File: config.mk
export PLATFORM = sky130hd
export DESIGN_NAME = thermometer_query_sequencer_flat
export DESIGN_NICKNAME = d
export VERILOG_FILES = /design/src/sv/tqs_pkg.sv /design/src/sv/tqs_in_if.sv /design/src/sv/tqs_out_if.sv /design/src/sv/thermometer_query_sequencer.sv /design/src/sv/tqs_core.sv /design/src/flat_wrapper.sv
export SDC_FILE = /design/constraint.sdc
export NUM_CORES = 1
export LEC_CHECK = 0
export BUFFER_PORTS_ARGS = -buffer_cell sky130_fd_sc_hd__buf_2
export CORE_ASPECT_RATIO = 0.6
export CORE_MARGIN = 2
export CORE_UTILIZATION = 55
export DETAILED_ROUTE_END_ITERATION = 7
export PLACE_DENSITY_LB_ADDON = 0.2
export SYNTH_ARGS = -nofsm -noshare
export SYNTH_HDL_FRONTEND = slang
export SYNTH_SLANG_ARGS = --single-unit
File: constraint.sdc
create_clock -name clk_i -period 6.5 [get_ports clk_i]
set_input_delay 0.975 -clock clk_i [delete_from_list [all_inputs] [get_ports clk_i]]
set_output_delay 0.975 -clock clk_i [all_outputs]
set_load 0.02 [all_outputs]
File: src/sv/tqs_pkg.sv
// ----------------------------------------------------------------------------
// tqs_pkg
// Types and constants shared by the thermometer query sequencer modules.
// ----------------------------------------------------------------------------
package tqs_pkg;

  typedef enum logic [1:0] {
    CMD_HOST_WRITE = 2'd0,
    CMD_BUS_STEP   = 2'd1,
    CMD_EP_READY   = 2'd2,
    CMD_BUS_RESET  = 2'd3
  } cmd_e;

  typedef enum logic [1:0] {
    OP_NONE  = 2'd0,
    OP_RESET = 2'd1,
    OP_WRITE = 2'd2,
    OP_READ  = 2'd3
  } bus_op_e;

  typedef enum logic [4:0] {
    ST_IDLE     = 5'd0,
    ST_RESET1   = 5'd1,
    ST_SKIP1    = 5'd2,
    ST_CONVERT  = 5'd3,
    ST_POLL     = 5'd4,
    ST_RESET2   = 5'd5,
    ST_SKIP2    = 5'd6,
    ST_READ_CMD = 5'd7,
    ST_RD0      = 5'd8,
    ST_RD1      = 5'd9,
    ST_RD2      = 5'd10,
    ST_RD3      = 5'd11,
    ST_RD4      = 5'd12,
    ST_RD5      = 5'd13,
    ST_RD6      = 5'd14,
    ST_RD7      = 5'd15,
    ST_RD8      = 5'd16,
    ST_FINISH   = 5'd17
  } step_e;

  // one-wire commands
  localparam logic [7:0] OW_SKIP_ROM  = 8'hCC;
  localparam logic [7:0] OW_CONVERT   = 8'h44;
  localparam logic [7:0] OW_READ_PAD  = 8'hBE;
  localparam logic [7:0] OW_DONE      = 8'hFF;

  // host query codes
  localparam logic [7:0] Q_TEMP_B1    = 8'h80;
  localparam logic [7:0] Q_TEMP_B2    = 8'h33;
  localparam logic [7:0] Q_VER_B1     = 8'h82;
  localparam logic [7:0] Q_VER_B2     = 8'h77;
  localparam logic [7:0] Q_ID_B1      = 8'h86;
  localparam logic [7:0] Q_ID_B2      = 8'hFF;

  localparam logic [3:0] LEN_LED      = 4'd1;
  localparam logic [3:0] LEN_QUERY    = 4'd8;

  localparam logic [63:0] TEMP_HEADER = 64'h0000_0000_0000_0280;
  localparam logic [23:0] VER_REPLY   = 24'h00_01_82;
  localparam logic [63:0] ID_TEXT     = 64'h3146_7265_504D_4554;
  localparam logic [15:0] ID_TAIL     = 16'h322E;
  localparam logic [7:0]  ID_FIRST    = 8'h54;

  localparam logic [7:0]  ERR_HIGH    = 8'hFF;
  localparam logic [7:0]  ERR_LOW_1   = 8'hFF;
  localparam logic [7:0]  ERR_LOW_2   = 8'hFE;
  localparam logic [7:0]  LED_RESET   = 8'hFF;
  localparam int unsigned LED_FLAG_BIT = 1;

  typedef struct packed {
    logic [1:0]  command;
    logic [3:0]  write_length;
    logic [63:0] write_bytes;
    logic        presence_seen;
    logic [7:0]  bus_read_value;
  } in_item_t;

  typedef struct packed {
    logic [1:0]  bus_op;
    logic [7:0]  bus_write_value;
    logic [3:0]  accepted_length;
    logic        led_on;
    logic        report_valid;
    logic [63:0] report_bytes;
  } out_item_t;

endpackage

File: src/sv/tqs_in_if.sv
// ----------------------------------------------------------------------------
// tqs_in_if
// Input word channel: command, host payload and one-wire step data.
// ----------------------------------------------------------------------------
interface tqs_in_if;
  logic        valid;
  logic        ready;
  logic [1:0]  command;
  logic [3:0]  write_length;
  logic [63:0] write_bytes;
  logic        presence_seen;
  logic [7:0]  bus_read_value;

  modport source (
    output valid, command, write_length, write_bytes, presence_seen, bus_read_value,
    input  ready
  );

  modport sink (
    input  valid, command, write_length, write_bytes, presence_seen, bus_read_value,
    output ready
  );
endinterface

File: src/sv/tqs_out_if.sv
// ----------------------------------------------------------------------------
// tqs_out_if
// Result word channel: bus operation, host acceptance, LED and report.
// ----------------------------------------------------------------------------
interface tqs_out_if;
  logic        valid;
  logic        ready;
  logic [1:0]  bus_op;
  logic [7:0]  bus_write_value;
  logic [3:0]  accepted_length;
  logic        led_on;
  logic        report_valid;
  logic [63:0] report_bytes;

  modport source (
    output valid, bus_op, bus_write_value, accepted_length, led_on, report_valid,
    output report_bytes,
    input  ready
  );

  modport sink (
    input  valid, bus_op, bus_write_value, accepted_length, led_on, report_valid,
    input  report_bytes,
    output ready
  );
endinterface

File: src/sv/thermometer_query_sequencer.sv
// ----------------------------------------------------------------------------
// thermometer_query_sequencer
// Path: input register, step logic, result register; an accepted word is
// held in the first and its result word in the last. One word per cycle
// unless the result side stalls. The input side stays ready while a result
// waits, as long as the input register is free or moves on in the same cycle.
// Reset: asynchronous active low; sequencer idle, no report pending, LED off.
// ----------------------------------------------------------------------------
module thermometer_query_sequencer (
  input  logic      clk_i,
  input  logic      rst_ni,
  tqs_in_if.sink    in_i,
  tqs_out_if.source out_o
);
  import tqs_pkg::*;

  logic      in_valid_q;
  in_item_t  in_item_q;
  logic      out_valid_q;
  out_item_t out_item_q;
  out_item_t res;
  logic      advance;
  logic      in_fire;

  assign advance     = in_valid_q && (!out_valid_q || out_o.ready);
  assign in_i.ready  = !in_valid_q || advance;
  assign in_fire     = in_i.valid && in_i.ready;

  always_ff @(posedge clk_i or negedge rst_ni) begin
    if (!rst_ni) begin
      in_valid_q <= 1'b0;
    end else if (in_i.ready) begin
      in_valid_q <= in_i.valid;
    end
  end

  always_ff @(posedge clk_i) begin
    if (in_fire) begin
      in_item_q.command        <= in_i.command;
      in_item_q.write_length   <= in_i.write_length;
      in_item_q.write_bytes    <= in_i.write_bytes;
      in_item_q.presence_seen  <= in_i.presence_seen;
      in_item_q.bus_read_value <= in_i.bus_read_value;
    end
  end

  tqs_core u_core (
    .clk_i  (clk_i),
    .rst_ni (rst_ni),
    .fire_i (advance),
    .item_i (in_item_q),
    .res_o  (res)
  );

  always_ff @(posedge clk_i or negedge rst_ni) begin
    if (!rst_ni) begin
      out_valid_q <= 1'b0;
    end else if (advance) begin
      out_valid_q <= 1'b1;
    end else if (out_o.ready) begin
      out_valid_q <= 1'b0;
    end
  end

  always_ff @(posedge clk_i) begin
    if (advance) begin
      out_item_q <= res;
    end
  end

  assign out_o.valid           = out_valid_q;
  assign out_o.bus_op          = out_item_q.bus_op;
  assign out_o.bus_write_value = out_item_q.bus_write_value;
  assign out_o.accepted_length = out_item_q.accepted_length;
  assign out_o.led_on          = out_item_q.led_on;
  assign out_o.report_valid    = out_item_q.report_valid;
  assign out_o.report_bytes    = out_item_q.report_bytes;

endmodule

File: src/sv/tqs_core.sv
// ----------------------------------------------------------------------------
// tqs_core
// Sequencer state and the single-pass step logic for one word.
// ----------------------------------------------------------------------------
module tqs_core (
  input  logic              clk_i,
  input  logic              rst_ni,
  input  logic              fire_i,
  input  tqs_pkg::in_item_t item_i,
  output tqs_pkg::out_item_t res_o
);
  import tqs_pkg::*;

  step_e       step_q, step_d;
  logic [63:0] report_q, report_d;
  logic        pending_q, pending_d;
  logic [7:0]  last_led_q, last_led_d;
  logic        led_q, led_d;
  logic [7:0]  rbyte_q [2];
  logic        store0, store1;

  logic [7:0]  wb0, wb1, wb2, wb3;
  logic        is_query;

  assign wb0 = item_i.write_bytes[7:0];
  assign wb1 = item_i.write_bytes[15:8];
  assign wb2 = item_i.write_bytes[23:16];
  assign wb3 = item_i.write_bytes[31:24];
  assign is_query = (item_i.command == CMD_HOST_WRITE) && (item_i.write_length == LEN_QUERY)
                    && (wb0 == 8'd1) && (wb3 == 8'd1) && (item_i.write_bytes[63:32] == '0);

  // next step
  always_comb begin
    step_d = step_q;
    unique case (cmd_e'(item_i.command))
      CMD_HOST_WRITE: begin
        if (is_query && wb1 == Q_TEMP_B1 && wb2 == Q_TEMP_B2) begin
          step_d = ST_RESET1;
        end
      end
      CMD_BUS_STEP: begin
        unique case (step_q)
          ST_IDLE:     step_d = ST_IDLE;
          ST_RESET1:   step_d = item_i.presence_seen ? ST_SKIP1 : ST_IDLE;
          ST_SKIP1:    step_d = ST_CONVERT;
          ST_CONVERT:  step_d = ST_POLL;
          ST_POLL:     step_d = (item_i.bus_read_value == OW_DONE) ? ST_RESET2 : ST_POLL;
          ST_RESET2:   step_d = item_i.presence_seen ? ST_SKIP2 : ST_IDLE;
          ST_SKIP2:    step_d = ST_READ_CMD;
          ST_READ_CMD: step_d = ST_RD0;
          ST_RD0:      step_d = ST_RD1;
          ST_RD1:      step_d = ST_RD2;
          ST_RD2:      step_d = ST_RD3;
          ST_RD3:      step_d = ST_RD4;
          ST_RD4:      step_d = ST_RD5;
          ST_RD5:      step_d = ST_RD6;
          ST_RD6:      step_d = ST_RD7;
          ST_RD7:      step_d = ST_RD8;
          ST_RD8:      step_d = ST_FINISH;
          ST_FINISH:   step_d = ST_IDLE;
          default:     step_d = ST_IDLE;
        endcase
      end
      CMD_EP_READY:  step_d = step_q;
      CMD_BUS_RESET: step_d = ST_IDLE;
      default:       step_d = step_q;
    endcase
  end

  // outputs and data state
  always_comb begin
    report_d   = report_q;
    pending_d  = pending_q;
    last_led_d = last_led_q;
    led_d      = led_q;
    store0     = 1'b0;
    store1     = 1'b0;
    res_o      = '0;
    unique case (cmd_e'(item_i.command))
      CMD_HOST_WRITE: begin
        if (item_i.write_length == LEN_LED) begin
          led_d = 1'b1;
          if (wb0 != last_led_q) begin
            last_led_d = wb0;
            led_d      = wb0[LED_FLAG_BIT];
          end
          res_o.accepted_length = LEN_LED;
        end else if (item_i.write_length == LEN_QUERY) begin
          res_o.accepted_length = LEN_QUERY;
          if (is_query) begin
            priority if (wb1 == Q_TEMP_B1 && wb2 == Q_TEMP_B2) begin
              report_d = TEMP_HEADER;
            end else if (wb1 == Q_VER_B1 && wb2 == Q_VER_B2) begin
              report_d[23:0] = VER_REPLY;
              pending_d      = 1'b1;
            end else if (wb1 == Q_ID_B1 && wb2 == Q_ID_B2) begin
              report_d  = ID_TEXT;
              pending_d = 1'b1;
            end
          end
        end
      end
      CMD_BUS_STEP: begin
        unique case (step_q)
          ST_RESET1, ST_RESET2: begin
            res_o.bus_op = OP_RESET;
            if (!item_i.presence_seen) begin
              report_d[23:16] = ERR_HIGH;
              report_d[31:24] = (step_q == ST_RESET1) ? ERR_LOW_1 : ERR_LOW_2;
              pending_d       = 1'b1;
            end
          end
          ST_SKIP1, ST_SKIP2: begin
            res_o.bus_op          = OP_WRITE;
            res_o.bus_write_value = OW_SKIP_ROM;
          end
          ST_CONVERT: begin
            res_o.bus_op          = OP_WRITE;
            res_o.bus_write_value = OW_CONVERT;
          end
          ST_READ_CMD: begin
            res_o.bus_op          = OP_WRITE;
            res_o.bus_write_value = OW_READ_PAD;
          end
          ST_POLL, ST_RD2, ST_RD3, ST_RD4, ST_RD5, ST_RD6, ST_RD7, ST_RD8: begin
            res_o.bus_op = OP_READ;
          end
          ST_RD0: begin
            res_o.bus_op = OP_READ;
            store0       = 1'b1;
          end
          ST_RD1: begin
            res_o.bus_op = OP_READ;
            store1       = 1'b1;
          end
          ST_FINISH: begin
            report_d[23:16] = {rbyte_q[1][3:0], rbyte_q[0][7:4]};
            report_d[31:24] = {rbyte_q[0][3:0], 4'h0};
            pending_d       = 1'b1;
          end
          default: res_o.bus_op = OP_NONE;
        endcase
      end
      CMD_EP_READY: begin
        if (pending_q) begin
          res_o.report_valid = 1'b1;
          res_o.report_bytes = report_q;
          if (report_q[7:0] == ID_FIRST) begin
            report_d[15:0] = ID_TAIL;
          end else begin
            pending_d = 1'b0;
          end
        end
      end
      CMD_BUS_RESET: pending_d = 1'b0;
      default:       pending_d = pending_q;
    endcase
    res_o.led_on = led_d;
  end

  always_ff @(posedge clk_i or negedge rst_ni) begin
    if (!rst_ni) begin
      step_q     <= ST_IDLE;
      report_q   <= '0;
      pending_q  <= 1'b0;
      last_led_q <= LED_RESET;
      led_q      <= 1'b0;
    end else if (fire_i) begin
      step_q     <= step_d;
      report_q   <= report_d;
      pending_q  <= pending_d;
      last_led_q <= last_led_d;
      led_q      <= led_d;
    end
  end

  // scratchpad bytes kept for the report
  always_ff @(posedge clk_i) begin
    if (fire_i && store0) begin
      rbyte_q[0] <= item_i.bus_read_value;
    end
    if (fire_i && store1) begin
      rbyte_q[1] <= item_i.bus_read_value;
    end
  end

endmodule

File: src/flat_wrapper.sv
// flat-port wrapper written by rule: the top's interface ports become plain ports
module thermometer_query_sequencer_flat import tqs_pkg::*;
  (clk_i, rst_ni, in_i_valid, in_i_command, in_i_write_length, in_i_write_bytes, in_i_presence_seen, in_i_bus_read_value, in_i_ready, out_o_valid, out_o_bus_op, out_o_bus_write_value, out_o_accepted_length, out_o_led_on, out_o_report_valid, out_o_report_bytes, out_o_ready);
  tqs_in_if in_i_i ();
  tqs_out_if out_o_i ();
  input  logic clk_i;
  input  logic rst_ni;
  input wire logic [$bits(in_i_i.valid)-1:0] in_i_valid;
  input wire logic [$bits(in_i_i.command)-1:0] in_i_command;
  input wire logic [$bits(in_i_i.write_length)-1:0] in_i_write_length;
  input wire logic [$bits(in_i_i.write_bytes)-1:0] in_i_write_bytes;
  input wire logic [$bits(in_i_i.presence_seen)-1:0] in_i_presence_seen;
  input wire logic [$bits(in_i_i.bus_read_value)-1:0] in_i_bus_read_value;
  output wire logic [$bits(in_i_i.ready)-1:0] in_i_ready;
  output wire logic [$bits(out_o_i.valid)-1:0] out_o_valid;
  output wire logic [$bits(out_o_i.bus_op)-1:0] out_o_bus_op;
  output wire logic [$bits(out_o_i.bus_write_value)-1:0] out_o_bus_write_value;
  output wire logic [$bits(out_o_i.accepted_length)-1:0] out_o_accepted_length;
  output wire logic [$bits(out_o_i.led_on)-1:0] out_o_led_on;
  output wire logic [$bits(out_o_i.report_valid)-1:0] out_o_report_valid;
  output wire logic [$bits(out_o_i.report_bytes)-1:0] out_o_report_bytes;
  input wire logic [$bits(out_o_i.ready)-1:0] out_o_ready;
  assign in_i_i.valid = in_i_valid;
  assign in_i_i.command = in_i_command;
  assign in_i_i.write_length = in_i_write_length;
  assign in_i_i.write_bytes = in_i_write_bytes;
  assign in_i_i.presence_seen = in_i_presence_seen;
  assign in_i_i.bus_read_value = in_i_bus_read_value;
  assign in_i_ready = in_i_i.ready;
  assign out_o_valid = out_o_i.valid;
  assign out_o_bus_op = out_o_i.bus_op;
  assign out_o_bus_write_value = out_o_i.bus_write_value;
  assign out_o_accepted_length = out_o_i.accepted_length;
  assign out_o_led_on = out_o_i.led_on;
  assign out_o_report_valid = out_o_i.report_valid;
  assign out_o_report_bytes = out_o_i.report_bytes;
  assign out_o_i.ready = out_o_ready;
  thermometer_query_sequencer u_core (.clk_i(clk_i), .rst_ni(rst_ni), .in_i(in_i_i), .out_o(out_o_i));
endmodule
== Word-level counts from Yosys, hierarchy flattened ==
Memory sizes are Yosys's and may differ from the RTL's.
Cells that the tools add are included.

* Bits in registers: 240
* Memory bits (writable): 16
* Word-level logic and storage cells: 162
* Memories kept: 1

* Equality and inequality tests: 47
* Mux-type cells: 52
* Bitwise gates (word level): 3
* Reductions and logical operators: 37

{| class="wikitable"
|+ Memories
! name !! depth !! bits a word !! read ports !! clocked after Yosys merged registers in !! write ports !! line !! RTL
|-
| u_core.u_core.rbyte_q || 2 || 8 || 2 || 0 || 1 || tqs_core.sv:19 || <nowiki>logic [7:0] rbyte_q [2];</nowiki>
|}

{| class="wikitable"
|+ Operator list
! cell !! count
|-
| 64-bit two-way mux || 2
|-
| 32-bit two-way mux || 3
|-
| 16-bit one-hot mux with 2 select lines || 3
|-
| 5-bit one-hot mux with 16 select lines || 1
|-
| 65-bit two-way mux || 1
|-
| 16-bit two-way mux || 3
|-
| 5-bit by 4-bit equality test with 1-bit output (second input constant) || 8
|-
| 8-bit equality test (second input constant) || 5
|-
| 40-bit two-way mux || 1
|-
| 32-bit zero test || 1
|-
| 1-bit two-way mux || 27
|-
| 24-bit two-way mux || 1
|-
| 8-bit one-hot mux with 3 select lines || 1
|-
| 8-bit AND reduction || 3
|-
| 5-bit by 3-bit equality test with 1-bit output (second input constant) || 4
|-
| 8-bit by 1-bit equality test with 1-bit output (second input constant) || 2
|-
| 8-bit by 7-bit equality test with 1-bit output (second input constant) || 2
|-
| 5-bit one-hot mux with 3 select lines || 1
|-
| 1-bit logical AND || 13
|-
| 2-bit != test (second input constant) || 6
|-
| 5-bit by 2-bit equality test with 1-bit output (second input constant) || 2
|-
| 5-bit equality test (second input constant) || 2
|-
| 10-bit OR reduction || 1
|-
| 3-bit by 1-bit != test with 1-bit output (second input constant) || 3
|-
| 31 further kinds || 43
|}

== Longest topological paths before layout ==
* Depth after elaboration: 9
* Mapped depth: 7
* Gate-level depth less buffers: 6

== Cells and area by module ==
Synthesis repeated with hierarchy kept, for this count alone.

* Cells, all modules: 513
* Area, all modules: 8,135.3 µm²

{| class="wikitable"
|+ By module, submodules not included
! module !! instances !! cells an instance !! area an instance (µm²) !! seq. area each (µm²)
|-
| thermometer_query_sequencer || 1 || 167 || 4,878.4 || 4,824.6
|-
| tqs_core || 1 || 346 || 3,256.9 || 1,296.2
|}

== Worst setup path before layout ==
Ideal clock, no wire load.

* Path type: input port to flip-flop
* Start point: input port out_o_ready
* End point: register u_core.u_core.report_q[16]
* Arrival: 3.505 ns
* Setup slack: 2.871 ns
* Cell stages on the path: 7
* Cells stage by stage: nand2b_1 and2_1 clkbuf_1 nor2b_1 nor2_4 nor4_4 mux2_2

* Longest elaborated chain between the ends: 3

{| class="wikitable"
|+ RTL lines
! what !! line !! RTL
|-
| start: declaration || flat_wrapper.sv:22 || <nowiki>input wire logic [$bits(out_o_i.ready)-1:0] out_o_ready;</nowiki>
|-
| 1-bit logical OR || thermometer_query_sequencer.sv:25 || <nowiki>assign advance = in_valid_q && (!out_valid_q || out_o.ready);</nowiki>
|-
| 1-bit logical AND || thermometer_query_sequencer.sv:25 ||
|-
| net u_core.advance || thermometer_query_sequencer.sv:22 || <nowiki>logic advance;</nowiki>
|-
| 8-bit AND reduction (no source line) || n/a ||
|-
| end signal: assignment || tqs_core.sv:170 || <nowiki>report_q <= report_d;</nowiki>
|-
| end: declaration || tqs_core.sv:15 || <nowiki>logic [63:0] report_q, report_d;</nowiki>
|}

The timed path passes the listed nets, and every way through them passes these cells.
A chain may end at the register's enable or synchronous reset.

== Final worst setup path ==
* Start point: register u_core.in_item_q[20] in the netlist's numbering
* End point: register u_core.u_core.report_q[30]

* Longest elaborated chain between the ends: 7
* Elaborated cells between the ends (all ways): 14

{| class="wikitable"
|+ RTL lines
! what !! line !! RTL
|-
| start: declaration || thermometer_query_sequencer.sv:18 || <nowiki>in_item_t in_item_q;</nowiki>
|-
| 8-bit equality test || tqs_core.sv:91 || <nowiki>priority if (wb1 == Q_TEMP_B1 && wb2 == Q_TEMP_B2) begin</nowiki>
|-
| 1-bit logical AND || tqs_core.sv:91 ||
|-
| 64-bit two-way mux || tqs_core.sv:91 ||
|-
| 32-bit two-way mux || tqs_core.sv:90 || <nowiki>if (is_query) begin</nowiki>
|-
| 32-bit two-way mux || tqs_core.sv:88 || <nowiki>end else if (item_i.write_length == LEN_QUERY) begin</nowiki>
|-
| 32-bit two-way mux || tqs_core.sv:81 || <nowiki>if (item_i.write_length == LEN_LED) begin</nowiki>
|-
| 16-bit one-hot mux with 2 select lines || tqs_core.sv:79 || <nowiki>unique case (cmd_e'(item_i.command))</nowiki>
|}

Several ways; a longest one is shown, not always the timed one. The select of a mux whose other input is x is not followed.

==> results.sh <==
export IMPL_ctsHoldBuffers=0
export IMPL_worst_pin_slew_ns=1.06
export IMPL_synth_edff_count=123
export IMPL_antenna_found_initial=1
export IMPL_diodes=0
export IMPL_maxCapViolations=0
export IMPL_numClockSinks=162
export IMPL_met2_length_um=5660
export IMPL_vias=3891
export IMPL_ys_top_cells_by_area="edfxtp_1 (56%), dfrtp_1 (12%), buf_4 (5.4%), mux2_2 (3.7%), dfstp_2 (3.2%)"
export IMPL_layout_nets=651
export IMPL_fin_crit_ns=3.11
export IMPL_fin_ws_ns=3.39
export IMPL_num_io_pins=165
export IMPL_fp_dieW_um=146
export IMPL_netlist_area_um2=6650
export IMPL_grt_pass1_wl_um=19700
export IMPL_grt_pass1_vias=3850
export IMPL_avgSynthCellArea_um2=14.8
export IMPL_tns_ns=0
export IMPL_clockBufferDepth=2
export IMPL_yosys_warnings=0
export IMPL_die_y_um=89.1
export IMPL_required_ns=6.80
export IMPL_synth_ff_type="edfxtp_1"
export IMPL_setup_viol=0
export IMPL_p_leak_nw=3.16
export IMPL_hold_violations=0
export IMPL_grt_use_total_pct=20.1
export IMPL_worstSetupPathType="register to register"
export IMPL_status="complete, no violations"
export IMPL_clock_skew_ns=0.00865
export IMPL_antenna_left=0
export IMPL_hpwl_um=8520
export IMPL_powerDensity_nw_per_um2=319
export IMPL_num_rows=31
export IMPL_ys_types=52
export IMPL_vias_per_cell=5.22
export IMPL_worstPathMaxFanout=6
export IMPL_endpoint_kind="register"
export IMPL_wl_per_cell_um=16.5
export IMPL_wl_met1_um=5570
export IMPL_pre_cts_slack_ns=2.99
export IMPL_post_cts_buffers=0
export IMPL_grt_ovfl_total=0
export IMPL_synth_cells=448
export IMPL_cp_data_arrival_time_ns=3.41
export IMPL_instances_no_fill=746
export IMPL_gp_congestion=0.783
export IMPL_synth_ff_latch_count=162
export IMPL_startpoint_type="register"
export IMPL_start_util_pct=55.8
export IMPL_clk_latency_ns=0.41
export IMPL_relSlewSlack_pct=28.4
export IMPL_h_tree_depth=4
export IMPL_highest_layer="met4"
export IMPL_async_flop_share_pct=24.1
export IMPL_numCtsBuffers=17
export IMPL_core_area_um2=11900
export IMPL_synth_top_area_cell="edfxtp_1"
export IMPL_dr_pass1_iters=5
export IMPL_syn_to_final_growth_pct=17.4
export IMPL_cts_clk_slew_worst_paths_ns=0.06
export IMPL_dp_cells=714
export IMPL_post_route_drc_count=0
export IMPL_fmax_ghz=0.321
export IMPL_io_buffers=140
export IMPL_synth_top_area_share_pct=55.6
export IMPL_rsz0062_at_grt="no"
export IMPL_ctsResizeCount=0
export IMPL_routed_wl_um=12300
export IMPL_first_iter_violations=293
export IMPL_ir_worst_vdd_mv=0.228
export IMPL_nFillCells=889
export IMPL_wl_met3_um=1010
export IMPL_cts_tree="yes"
export IMPL_finalCritPeriodShare_pct=47.9
export IMPL_grt_max_degree=80
export IMPL_slew_violations=0
export IMPL_drive_gt1_share_pct=36.7
export IMPL_cts_root_buf="clkbuf_16"
export IMPL_hold_class="register to register"
export IMPL_die_area_um2=13000
export IMPL_yosysSeqAreaShare_pct=70.4
## cells by family (layout without fill, tap and decap cells)
family                 after synthesis  count (layout)  share of synthesized area, %
multiplexers                        30              30                          4.93
XOR/XNOR                             8               8                          1.05
other                                1              24                        0.0564
AO/OA/AOI/OAI                       47              47                          4.63
buffers and inverters               76             186                          7.00
flip-flops                         162             162                          70.4
AND/OR/NAND/NOR                    124             124                          11.9
## power by group
part | leakage, nW | internal [mW] | switching, mW | total, mW
logic | 1.25 | 0.0941 | 0.147 | 0.241
registers | 1.64 | 1.23 | 0.0640 | 1.29
clock network | 0.272 | 0.564 | 0.390 | 0.955
## layout by cell type (no fill, tap or decap), types with 4 or more instances in the layout
cell	netlist	final
nor2b_1	4	4
inv_1	13	13
dfrtp_1	31	31
buf_2	0	140
nor3_1	5	5
mux2i_1	8	8
nand2b_1	6	6
a21oi_1	11	11
nand2_1	8	8
nand3_1	10	10
mux2_2	22	22
clkinv_4	0	4
nor4_1	21	21
nor2_1	17	17
dfstp_2	8	8
conb_1	1	24
clkbuf_16	0	17
o21ai_0	17	17
xor2_1	6	6
and3_1	22	22
nand4_1	5	5
edfxtp_1	123	123
## final timing paths
path                                      start                     endpoint  slack [ns]  cells past startpoint
max                        u_core.in_item_q[20]   u_core.u_core.report_q[30]        3.39                      5
min                         u_core.in_item_q[6]  u_core.u_core.rbyte_q[0][6]        0.45                      0
max reg2reg                u_core.in_item_q[20]   u_core.u_core.report_q[30]        3.39                      5
min reg2reg                 u_core.in_item_q[6]  u_core.u_core.rbyte_q[0][6]        0.45                      0
max in group asynchronous                rst_ni   u_core.u_core.report_q[17]        5.21                      1
min in group asynchronous                rst_ni      u_core.u_core.step_q[1]        0.71                      1
## through the flow
step	utilization, %	hold slack, ns	power (mW)	instance area (um^2)
6_report	65.5	0.451	2.49	7800
5_1_grt	65.5	0.458	2.59	7800
4_1_cts	65.5	0.450	2.51	7800
3_5_place_dp	60.7	0.435	1.56	7230
3_3_place_gp	60.7	0.445	1.54	7230
2_1_floorplan	-	0.426	1.48	6730
## synth_stat cells (all sizes together) (3+ instances only)
cell,instances
and3,22
xor2,6
inv,13
o31a,3
mux2,22
and2,4
o21ai,17
nor4,24
a21oi,11
nand4,5
nor3,6
buf,48
or3,3
nand3,10
dfstp,8
dfrtp,31
edfxtp,123
nor2,18
clkbuf,15
nor2b,4
nand2b,6
mux2i,8
nand2,8
o31ai,3
## sequential cells by signal, indices dropped and copies added (netlist names), 2 cells and up
| name | cells |
|---|---|
| u_core.out_o.bus_op | 2 |
| u_core.out_o.bus_write_value | 4 |
| u_core.out_o.report_bytes | 22 |
| u_core.u_core.step_q | 5 |
| u_core.u_core.rbyte_q | 12 |
| u_core.out_o.accepted_length | 2 |
| u_core.in_item_q | 79 |
| u_core.u_core.report_q | 22 |
| u_core.u_core.last_led_q | 8 |
## final cells by class
type | instances | area [um^2] | share of cell area (%)
Multi-Input combinational cell | 233 | 1590 | 20.4
Timing Repair Buffer | 141 | 708 | 9.08
Tap cell | 165 | 206 | 2.65
Inverter | 13 | 48.8 | 0.625
Clock buffer | 19 | 433 | 5.55
Sequential cell | 162 | 4680 | 60.0
Clock inverter | 13 | 136 | 1.75
## worst max-delay path: stages, from the launching register on
cell and delay (ns):
edfxtp_1 0.41, or4_1 0.61, nor4_1 0.93, nor2_1 0.17, nor4_4 0.47, mux2_2 0.40
## layer usage
layer / track usage [%] / up-vias
met5: 0 / -
met3: 5.51 / 4
li1: - / 1851
met4: 7.58 / 0
met1: 27.5 / 1873
met2: 31.8 / 163
Note: power is estimated with default switching activity, not from simulation.
